**src/rtl/abd_pkg.sv**
```systemverilog
// abd_pkg: shared types, constants and the sigmoid table of the anchor box decoder
// no dependencies
package abd_pkg;

    // fixed field widths
    localparam int LOGIT_W   = 16;
    localparam int GRID_W    = 8;
    localparam int ANCHOR_W  = 2;
    localparam int CLASS_W   = 7;
    localparam int EDGE_W    = 24;
    localparam int CONF_W    = 16;
    localparam int SIG_W     = 16;
    localparam int CFG_IDX_W = 3;
    localparam int CFG_DATA_W = 30;
    localparam int ANC_SIZE_W = 10;

    // arithmetic widths of the shared unit
    localparam int MUL_A_W  = 33;
    localparam int MUL_B_W  = 17;
    localparam int MUL_P_W  = MUL_A_W + MUL_B_W;
    localparam int SUM_W    = 52;
    localparam int QOFF_W   = 26;

    // saturation bounds of an edge, 1/16 px
    localparam logic signed [QOFF_W-1:0] EDGE_MIN = -26'sd32768;
    localparam logic signed [QOFF_W-1:0] EDGE_MAX = 26'sd8388607;

    // half-unit rounding constant for Q.32 to Q.4
    localparam logic signed [SUM_W-1:0] EDGE_ROUND = 52'sd134217728;

    // sigmoid table end value, used from |x| = 8.0 upward
    localparam logic [SIG_W-1:0] SIG_END = 16'd65514;

    // element count limits
    localparam logic [CLASS_W-1:0] COUNT_MAX  = 7'd127;
    localparam logic [CLASS_W-1:0] FIRST_CLS  = 7'd5;
    localparam logic [CLASS_W-1:0] OBJ_IDX    = 7'd4;

    // configuration register indexes
    typedef enum logic [CFG_IDX_W-1:0] {
        CFG_THRESHOLD = 3'd0,
        CFG_STRIDE    = 3'd1,
        CFG_NCLASSES  = 3'd2,
        CFG_ANC_W     = 3'd3,
        CFG_ANC_H     = 3'd4
    } t_cfg_reg;

    // one input item
    typedef struct packed {
        logic signed [LOGIT_W-1:0]  logit;
        logic [GRID_W-1:0]          grid_x;
        logic [GRID_W-1:0]          grid_y;
        logic [ANCHOR_W-1:0]        anchor;
        logic                       last;
    } t_logit_in;

    // one result item
    typedef struct packed {
        logic signed [EDGE_W-1:0]   box_x1;
        logic signed [EDGE_W-1:0]   box_y1;
        logic signed [EDGE_W-1:0]   box_x2;
        logic signed [EDGE_W-1:0]   box_y2;
        logic [CONF_W-1:0]          confidence;
        logic [CLASS_W-1:0]         class_index;
    } t_box_out;

    // sigmoid(k/2) in Q0.16, k = 0..16
    function automatic logic [SIG_W-1:0] sig_tab(input logic [4:0] k);
        logic [SIG_W-1:0] v;
        case (k)
            5'd0:    v = 16'd32768;
            5'd1:    v = 16'd40793;
            5'd2:    v = 16'd47910;
            5'd3:    v = 16'd53581;
            5'd4:    v = 16'd57724;
            5'd5:    v = 16'd60565;
            5'd6:    v = 16'd62428;
            5'd7:    v = 16'd63615;
            5'd8:    v = 16'd64357;
            5'd9:    v = 16'd64816;
            5'd10:   v = 16'd65097;
            5'd11:   v = 16'd65269;
            5'd12:   v = 16'd65374;
            5'd13:   v = 16'd65438;
            5'd14:   v = 16'd65476;
            5'd15:   v = 16'd65500;
            default: v = SIG_END;
        endcase
        return v;
    endfunction

endpackage

```
**src/rtl/abd_sigmoid.sv**
```systemverilog
// abd_sigmoid: table sigmoid with linear interpolation, Q8.8 in, Q0.16 out
// depends on abd_pkg
module abd_sigmoid
    import abd_pkg::*;
(
    input  logic signed [LOGIT_W-1:0] i_logit,
    output logic [SIG_W-1:0]          o_sig
);

    logic                neg;
    logic [LOGIT_W:0]    ext;
    logic [LOGIT_W:0]    mag;
    logic [3:0]          seg;
    logic [6:0]          frac;
    logic [SIG_W-1:0]    lo;
    logic [SIG_W-1:0]    hi;
    logic [SIG_W-1:0]    diff;
    logic [19:0]         step;
    logic [SIG_W-1:0]    pos;

    // magnitude of the logit, one extra bit for the most negative code
    assign neg  = i_logit[LOGIT_W-1];
    assign ext  = {i_logit[LOGIT_W-1], i_logit};
    assign mag  = neg ? ((LOGIT_W+1)'(0) - ext) : ext;
    assign seg  = mag[10:7];
    assign frac = mag[6:0];

    // neighboring table points and interpolation, step rounded half up
    assign lo   = sig_tab({1'b0, seg});
    assign hi   = sig_tab({1'b0, seg} + 5'd1);
    assign diff = hi - lo;
    assign step = 20'(diff) * 20'(frac) + 20'd64;

    // saturate from |x| = 8.0 upward
    always_comb begin
        if (mag[LOGIT_W:11] != '0) begin
            pos = SIG_END;
        end else begin
            pos = lo + SIG_W'(step[19:7]);
        end
    end

    // mirror for negative logits
    assign o_sig = neg ? SIG_W'(17'h10000 - {1'b0, pos}) : pos;

endmodule

```
**src/rtl/anchor_box_decoder_top.sv**
```systemverilog
// Class logits are taken one item per cycle while o_in_stall is low. The last item of a
// vector that passes the objectness threshold starts a decode through the sigmoid, multiply,
// edge and done states, with o_in_stall high; the done state loads the result into the
// output register once it is free. Throughput is set by the shared sigmoid unit and the
// single 33x17 multiplier. Items stall only during a decode. Synchronous active-low reset
// clears the sequencer, element count, best class and output valid, and loads config defaults.
module anchor_box_decoder_top
    import abd_pkg::*;
#(
    parameter int MAX_CLASSES = 80,
    parameter int NUM_ANCHORS = 3
) (
    input  logic                   i_clk,
    input  logic                   i_rst_n,
    input  logic                   i_in_valid,
    output logic                   o_in_stall,
    input  t_logit_in              i_in,
    output logic                   o_out_valid,
    input  logic                   i_out_stall,
    output t_box_out               o_out,
    input  logic                   i_cfg_we,
    input  logic [CFG_IDX_W-1:0]   i_cfg_index,
    input  logic [CFG_DATA_W-1:0]  i_cfg_data
);

    localparam logic [CLASS_W-1:0] MAX_CLS = CLASS_W'(MAX_CLASSES);

    typedef enum logic [4:0] {
        S_IDLE = 5'b00001,
        S_SIG  = 5'b00010,
        S_MUL  = 5'b00100,
        S_EDGE = 5'b01000,
        S_DONE = 5'b10000
    } t_state;

    t_state r_state, n_state;
    logic [2:0] r_step, n_step;

    // configuration registers
    logic signed [LOGIT_W-1:0] r_thr;
    logic [6:0]                r_stride;
    logic [CLASS_W-1:0]        r_ncls_cfg;
    logic [CFG_DATA_W-1:0]     r_anc_w;
    logic [CFG_DATA_W-1:0]     r_anc_h;

    // element state
    logic [CLASS_W-1:0]        r_count;
    logic signed [LOGIT_W-1:0] r_box [4];
    logic signed [LOGIT_W-1:0] r_obj;
    logic signed [LOGIT_W-1:0] r_best_logit;
    logic [CLASS_W-1:0]        r_best_class;

    // decode state
    logic [GRID_W-1:0]         r_gx;
    logic [GRID_W-1:0]         r_gy;
    logic [ANC_SIZE_W-1:0]     r_aw;
    logic [ANC_SIZE_W-1:0]     r_ah;
    logic [SIG_W-1:0]          r_sig [6];
    logic signed [MUL_P_W-1:0] r_prod;
    logic signed [MUL_P_W-1:0] r_mres [7];
    logic signed [EDGE_W-1:0]  r_edge [4];
    t_box_out                  r_out;
    logic                      r_out_valid;

    logic                      in_acc;
    logic                      out_acc;
    logic                      trigger;
    logic [CLASS_W-1:0]        ncls;
    logic [CLASS_W-1:0]        cls;
    logic                      take_cls;
    logic [ANC_SIZE_W-1:0]     sel_aw;
    logic [ANC_SIZE_W-1:0]     sel_ah;
    logic signed [LOGIT_W-1:0] sig_in;
    logic [SIG_W-1:0]          sig_out;
    logic signed [25:0]        bx;
    logic signed [25:0]        by;
    logic signed [MUL_A_W-1:0] mul_a;
    logic signed [MUL_B_W-1:0] mul_b;
    logic signed [MUL_P_W-1:0] mul_p;
    logic signed [SUM_W-1:0]   cx;
    logic signed [SUM_W-1:0]   cy;
    logic signed [SUM_W-1:0]   hw;
    logic signed [SUM_W-1:0]   hh;
    logic signed [SUM_W-1:0]   base;
    logic signed [SUM_W-1:0]   half;
    logic signed [SUM_W-1:0]   vsum;
    logic signed [QOFF_W-1:0]  qoff;
    logic signed [EDGE_W-1:0]  qsat;
    logic [32:0]               conf_sum;
    logic [CONF_W-1:0]         conf;
    logic                      load_out;

    // handshakes
    assign o_in_stall  = (r_state != S_IDLE);
    assign in_acc      = i_in_valid && !o_in_stall;
    assign out_acc     = r_out_valid && !i_out_stall;
    assign o_out_valid = r_out_valid;
    assign o_out       = r_out;

    // class count clamped to 1..MAX_CLASSES
    always_comb begin
        if (r_ncls_cfg == '0) begin
            ncls = 7'd1;
        end else if (r_ncls_cfg > MAX_CLS) begin
            ncls = MAX_CLS;
        end else begin
            ncls = r_ncls_cfg;
        end
    end

    // running first maximum over class logits
    assign cls      = r_count - FIRST_CLS;
    assign take_cls = (r_count >= FIRST_CLS) && (cls < ncls)
                      && ((cls == '0) || (i_in.logit > r_best_logit));

    // decode starts on a full vector whose objectness passes
    assign trigger = in_acc && i_in.last && (r_count >= FIRST_CLS) && (r_obj >= r_thr);

    // anchor size select, unknown anchors give zero size
    always_comb begin
        case (i_in.anchor)
            2'd0: begin
                sel_aw = r_anc_w[9:0];
                sel_ah = r_anc_h[9:0];
            end
            2'd1: begin
                sel_aw = r_anc_w[19:10];
                sel_ah = r_anc_h[19:10];
            end
            2'd2: begin
                sel_aw = r_anc_w[29:20];
                sel_ah = r_anc_h[29:20];
            end
            default: begin
                sel_aw = '0;
                sel_ah = '0;
            end
        endcase
        if (32'(i_in.anchor) >= NUM_ANCHORS) begin
            sel_aw = '0;
            sel_ah = '0;
        end
    end

    // configuration writes
    always_ff @(posedge i_clk) begin
        if (!i_rst_n) begin
            r_thr      <= '0;
            r_stride   <= 7'd8;
            r_ncls_cfg <= 7'd80;
            r_anc_w    <= '0;
            r_anc_h    <= '0;
        end else if (i_cfg_we) begin
            case (i_cfg_index)
                CFG_THRESHOLD: r_thr      <= i_cfg_data[LOGIT_W-1:0];
                CFG_STRIDE:    r_stride   <= i_cfg_data[6:0];
                CFG_NCLASSES:  r_ncls_cfg <= i_cfg_data[CLASS_W-1:0];
                CFG_ANC_W:     r_anc_w    <= i_cfg_data;
                CFG_ANC_H:     r_anc_h    <= i_cfg_data;
                default: ;
            endcase
        end
    end

    // element count and best class
    always_ff @(posedge i_clk) begin
        if (!i_rst_n) begin
            r_count      <= '0;
            r_best_class <= '0;
        end else if (in_acc) begin
            if (i_in.last) begin
                r_count <= '0;
            end else if (r_count != COUNT_MAX) begin
                r_count <= r_count + 7'd1;
            end
            if (take_cls) begin
                r_best_class <= cls;
            end
        end
    end

    // logit storage and decode operands captured on the starting item
    always_ff @(posedge i_clk) begin
        if (in_acc) begin
            if (r_count < OBJ_IDX) begin
                r_box[r_count[1:0]] <= i_in.logit;
            end else if (r_count == OBJ_IDX) begin
                r_obj <= i_in.logit;
            end
            if (take_cls) begin
                r_best_logit <= i_in.logit;
            end
        end
        if (trigger) begin
            r_gx <= i_in.grid_x;
            r_gy <= i_in.grid_y;
            r_aw <= sel_aw;
            r_ah <= sel_ah;
        end
    end

    // sequencer
    always_comb begin
        n_state = r_state;
        n_step  = r_step;
        case (r_state)
            S_IDLE: begin
                if (trigger) begin
                    n_state = S_SIG;
                    n_step  = '0;
                end
            end
            S_SIG: begin
                if (r_step == 3'd5) begin
                    n_state = S_MUL;
                    n_step  = '0;
                end else begin
                    n_step = r_step + 3'd1;
                end
            end
            S_MUL: begin
                if (r_step == 3'd7) begin
                    n_state = S_EDGE;
                    n_step  = '0;
                end else begin
                    n_step = r_step + 3'd1;
                end
            end
            S_EDGE: begin
                if (r_step == 3'd3) begin
                    n_state = S_DONE;
                    n_step  = '0;
                end else begin
                    n_step = r_step + 3'd1;
                end
            end
            S_DONE: begin
                if (!r_out_valid || !i_out_stall) begin
                    n_state = S_IDLE;
                end
            end
            default: begin
                n_state = S_IDLE;
                n_step  = '0;
            end
        endcase
    end

    always_ff @(posedge i_clk) begin
        if (!i_rst_n) begin
            r_state <= S_IDLE;
            r_step  <= '0;
        end else begin
            r_state <= n_state;
            r_step  <= n_step;
        end
    end

    // shared sigmoid: x, y, w, h, objectness, class in turn
    always_comb begin
        if (r_step < 3'd4) begin
            sig_in = r_box[r_step[1:0]];
        end else if (r_step == 3'd4) begin
            sig_in = r_obj;
        end else begin
            sig_in = r_best_logit;
        end
    end

    abd_sigmoid u_sig (
        .i_logit (sig_in),
        .o_sig   (sig_out)
    );

    always_ff @(posedge i_clk) begin
        if (r_state == S_SIG) begin
            r_sig[r_step] <= sig_out;
        end
    end

    // center terms before stride: 2*sig - 0.5 + grid, Q.16
    assign bx = signed'({2'b0, r_gx, 16'b0}) + signed'({9'b0, r_sig[0], 1'b0}) - 26'sd32768;
    assign by = signed'({2'b0, r_gy, 16'b0}) + signed'({9'b0, r_sig[1], 1'b0}) - 26'sd32768;

    // shared multiplier operand select
    always_comb begin
        case (r_step)
            3'd0: begin
                mul_a = signed'({17'b0, r_sig[2]});
                mul_b = signed'({1'b0, r_sig[2]});
            end
            3'd1: begin
                mul_a = signed'({17'b0, r_sig[3]});
                mul_b = signed'({1'b0, r_sig[3]});
            end
            3'd2: begin
                mul_a = signed'({1'b0, r_mres[0][31:0]});
                mul_b = signed'({7'b0, r_aw});
            end
            3'd3: begin
                mul_a = signed'({1'b0, r_mres[1][31:0]});
                mul_b = signed'({7'b0, r_ah});
            end
            3'd4: begin
                mul_a = MUL_A_W'(bx);
                mul_b = signed'({10'b0, r_stride});
            end
            3'd5: begin
                mul_a = MUL_A_W'(by);
                mul_b = signed'({10'b0, r_stride});
            end
            3'd6: begin
                mul_a = signed'({17'b0, r_sig[5]});
                mul_b = signed'({1'b0, r_sig[4]});
            end
            default: begin
                mul_a = '0;
                mul_b = '0;
            end
        endcase
    end

    assign mul_p = mul_a * mul_b;

    // product register, then write-back of the registered product into r_mres
    always_ff @(posedge i_clk) begin
        if (r_state == S_MUL) begin
            r_prod <= mul_p;
            if (r_step != 3'd0) begin
                r_mres[r_step - 3'd1] <= r_prod;
            end
        end
    end

    // edges in Q.32: center -/+ half size
    assign cx = signed'({r_mres[4][35:0], 16'b0});
    assign cy = signed'({r_mres[5][35:0], 16'b0});
    assign hw = signed'({9'b0, r_mres[2][41:0], 1'b0});
    assign hh = signed'({9'b0, r_mres[3][41:0], 1'b0});

    always_comb begin
        base = r_step[0] ? cy : cx;
        half = r_step[0] ? hh : hw;
        if (r_step[1]) begin
            vsum = base + half + EDGE_ROUND;
        end else begin
            vsum = base - half + EDGE_ROUND;
        end
        qoff = QOFF_W'(signed'(vsum[SUM_W-1:28])) + signed'({3'b0, r_best_class, 16'b0});
        if (qoff < EDGE_MIN) begin
            qsat = EDGE_W'(EDGE_MIN);
        end else if (qoff > EDGE_MAX) begin
            qsat = EDGE_W'(EDGE_MAX);
        end else begin
            qsat = qoff[EDGE_W-1:0];
        end
    end

    always_ff @(posedge i_clk) begin
        if (r_state == S_EDGE) begin
            r_edge[r_step[1:0]] <= qsat;
        end
    end

    // confidence, rounded half up and saturated
    assign conf_sum = {1'b0, r_mres[6][31:0]} + 33'd32768;
    assign conf     = conf_sum[32] ? '1 : conf_sum[31:16];

    // output register
    assign load_out = (r_state == S_DONE) && (!r_out_valid || !i_out_stall);

    always_ff @(posedge i_clk) begin
        if (!i_rst_n) begin
            r_out_valid <= 1'b0;
        end else if (load_out) begin
            r_out_valid <= 1'b1;
        end else if (out_acc) begin
            r_out_valid <= 1'b0;
        end
    end

    always_ff @(posedge i_clk) begin
        if (load_out) begin
            r_out.box_x1      <= r_edge[0];
            r_out.box_y1      <= r_edge[1];
            r_out.box_x2      <= r_edge[2];
            r_out.box_y2      <= r_edge[3];
            r_out.confidence  <= conf;
            r_out.class_index <= r_best_class;
        end
    end

    // checks
    a_start_decode: assert property (@(posedge i_clk) disable iff (!i_rst_n)
        trigger |=> (r_state == S_SIG) && (r_step == 3'd0))
        else $error("decode did not start on a passing vector");

    a_count_restart: assert property (@(posedge i_clk) disable iff (!i_rst_n)
        in_acc && i_in.last |=> (r_count == '0))
        else $error("element count not restarted after last item");

    a_sig_steps: assert property (@(posedge i_clk) disable iff (!i_rst_n)
        (r_state == S_SIG) |-> (r_step <= 3'd5))
        else $error("sigmoid step out of range");

    a_done_loads: assert property (@(posedge i_clk) disable iff (!i_rst_n)
        load_out |=> r_out_valid && (r_state == S_IDLE))
        else $error("finished decode did not reach the output register");

    a_no_overwrite: assert property (@(posedge i_clk) disable iff (!i_rst_n)
        (r_state == S_DONE) && r_out_valid && i_out_stall |=> (r_state == S_DONE))
        else $error("waiting result would be overwritten");

endmodule
```
**config.mk**
```make
export PLATFORM = sky130hd
export DESIGN_NAME = anchor_box_decoder_top
export DESIGN_NICKNAME = d
export VERILOG_FILES = /design/src/rtl/abd_pkg.sv /design/src/rtl/abd_sigmoid.sv /design/src/rtl/anchor_box_decoder_top.sv
export SDC_FILE = /design/constraint.sdc
export NUM_CORES = 2
export LEC_CHECK = 0
export ABC_AREA = 0
export ABC_CLOCK_PERIOD_IN_PS = 12200
export BUFFER_PORTS_ARGS = -buffer_cell sky130_fd_sc_hd__buf_2
export CAP_MARGIN = 20
export CORE_MARGIN = 8
export CORE_UTILIZATION = 58
export DETAILED_ROUTE_END_ITERATION = 7
export GPL_ROUTABILITY_DRIVEN = 0
export PLACE_DENSITY = 0.77
export SYNTH_ARGS = -nofsm -noshare
export SYNTH_HDL_FRONTEND = slang
export SYNTH_HIERARCHICAL = 1
export SYNTH_SLANG_ARGS = --single-unit
```
**constraint.sdc**
```tcl
create_clock -name i_clk -period 12.2 [get_ports i_clk]
set_clock_uncertainty 0.1 [all_clocks]
set_input_delay 0.61 -clock i_clk [delete_from_list [all_inputs] [get_ports i_clk]]
set_output_delay 0.61 -clock i_clk [all_outputs]
set_load 0.01 [all_outputs]
```
==> reports/metrics.csv <==
metric,value,unit
status,"finished, final reports clean",
core area,99600,µm²
IO Count,194,
MaxCap Viol Count,0,
vias in the first global route,41657,
Clock Path Buffers,3,
Worst setup SP type,register,
Util after Layout,0.643,
DRT Wirelength,151000,µm
yosys synthesis warning count,6,
initial antenna violation count,2,
Num CTS Buffers,85,
Post-synth EDFFs,722,
dpl hpwl,114000,µm
CP peak stage delay,0.57,ns
DP Cell Count,6728,
Initial Util,0.582,
Die Wd,332,µm
Vias,40890,
num rows,116,
most frequent cell after synthesis,inv_1,
initial DRC count,3854,
I/O Buffers,193,
Final Cycle Share,0.969,
area growth from synthesis to layout,10.4,%
required time worst endpoint,12.49,ns
htree depth,3,
post-synthesis sequential area ratio,0.414,
worst-margin pin slew,1.29,ns
worst hold slack,0.0411,ns
final setup violation count,0,
Root Buffer,clkbuf_16,
per-cell routed wire length,21.9,µm
first-pass GRT wire length,234000,µm
"non-filler cells, final",6912,
share of layout cells above drive strength 1,0.110,
Routed Antenna Nets,0,
"area leader, netlist",edfxtp_1,
HP Class,input pin to register,
syn avg cell area,10.9,µm²
Total GRT Usage,0.269,
number of vias per cell,5.92,
Sum Neg Setup Slack,0,ns
"Clk pin slew, worst setup/hold paths",0.06,ns
CTS tree,built,
GRT Residual Overflow,0,
Post-route DRC,0,
fraction of registers with async set/reset,0,
Die Y,332,µm
Synth Cell Area,57900,µm²
1st-pass router iterations,6,
Final Hold Viols,0,
Worst Setup End Kind,register,
#FFs+latches synth,837,
RR Startpoint,r_step[0],
Final Max Slew Viols,0,
"top cells by count, synth","inv_1 (796), edfxtp_1 (722), nand2_1 (707), fa_1 (508), ha_1 (378)",
Peak Freq,84.6,MHz
Synth Net Count,6271,
Hold Startpoint,i_in[9],
synth unique cells,100,
post-synth top area share,0.374,
Setup crit start,r_step[0],
Post-Syn Instances,5312,
WS Path Type,register to register,
nets,6502,
minimum clock period,11.82,ns
largest net degree at the start of global routing,69,
worst-skew pair later-pin latency,0.67,ns
top post-synthesis cells by area,"edfxtp_1 (37%), fa_1 (18%), ha_1 (8.2%)",
clk sink count,837,
Total Die Area,110000,µm²
CP max FO,8,
Critical Path AT,12.10,ns
critical path's slowest cell,or4_4,
worst rel slew slack,0.139,
Post-synth top flop,edfxtp_1,
## path summary, 6_finish.rpt
| kind | cells past startpoint | to | slack (ns) |
|---|---|---|---|
| worst max-delay path | 46 | r_sig[0][15] | 0.38 |
| worst min-delay path | 1 | r_gy[6] | 0.04 |
| worst min register to register | 0 | o_out[89] | 0.31 |
| worst max register to register | 46 | r_sig[0][15] | 0.38 |
## worst max-delay path: cells and delay by family (launching register included)
kind | cells | cell delay (ns)
buffers and inverters | 6 | 0.52
flip-flops | 1 | 0.34
XOR/XNOR | 3 | 0.57
AND/OR/NAND/NOR | 9 | 2.61
AO/OA/AOI/OAI | 16 | 3.26
adder cells (fa/ha/maj) | 11 | 3.85
multiplexers | 1 | 0.26
## flip-flops by register name, summed over array words and instances, names as in the netlist, 30 cells and up, named ones only
| name | flops |
|---|---|
| r_mres | 237 |
| r_box | 64 |
| r_sig | 96 |
| o_out | 119 |
| r_anc_w | 30 |
| r_prod | 42 |
| r_edge | 96 |
| r_anc_h | 30 |
## logic make-up after synthesis
| kind of cell | count (synthesis) | synth area share |
|---|---|---|
| AOI/OAI and AO/OA | 787 | 0.0917 |
| xor gates and xnor gates | 182 | 0.0283 |
| adders and majority gates | 886 | 0.257 |
| buffers and inverters | 985 | 0.0644 |
| DFF | 837 | 0.414 |
| muxes | 150 | 0.0302 |
| and+or+nand+nor | 1485 | 0.114 |
## cell type report
class	count	area [µm²]
antenna	2	5.00
multi-input combinational	3490	30600
clock inverter	48	440
fill	7595	35600
clock buffer	108	2240
timing repair buffer	331	2110
inverter	798	3000
sequential	837	24000
tap	1298	1620
## timing repair
item / CTS / global route
hold endpoints to repair: 6 / 0
gates resized for setup: 8 / 35
pin swaps: 1 / 7
buffers inserted: 2 / 12
hold buffers: 6 / 0
endpoints found under the setup margin: 42 / 66
## layout by cell type, fill, tap and decap left out, types with 69 or more instances in the layout
| cell | Yosys | final |
|---|---|---|
| edfxtp_1 | 722 | 722 |
| mux2i_1 | 94 | 93 |
| inv_1 | 796 | 795 |
| a21boi_0 | 92 | 91 |
| fa_1 | 508 | 508 |
| xnor2_1 | 127 | 119 |
| nand2_1 | 707 | 707 |
| nor2_1 | 349 | 342 |
| a21oi_1 | 171 | 162 |
| ha_1 | 378 | 374 |
| buf_4 | 1 | 125 |
| clkbuf_16 | 0 | 85 |
| nand3_1 | 69 | 69 |
| o21ai_0 | 146 | 140 |
| dfxtp_1 | 115 | 112 |
| buf_2 | 8 | 194 |
## metrics by stage
stage          worst slack, ns  cell area, µm²
2_1_floorplan           0.0544           58000
3_3_place_gp           -0.0379           60800
3_5_place_dp            -0.373           60800
4_1_cts                0.00931           63600
5_1_grt                 -0.146           64000
6_report                 0.383           64000
## layer usage
layer	part of all wire	track usage	vias to the layer above
met5	0.00061	0.00620	-
met4	0.054	0.125	2
met3	0.098	0.0634	429
met2	0.47	0.442	2127
met1	0.38	0.339	20039
li1	-	-	18293
Power is left out: the tool's default activity adds up to more than one toggle a clock period on the data nets, which glitch-free logic cannot reach.
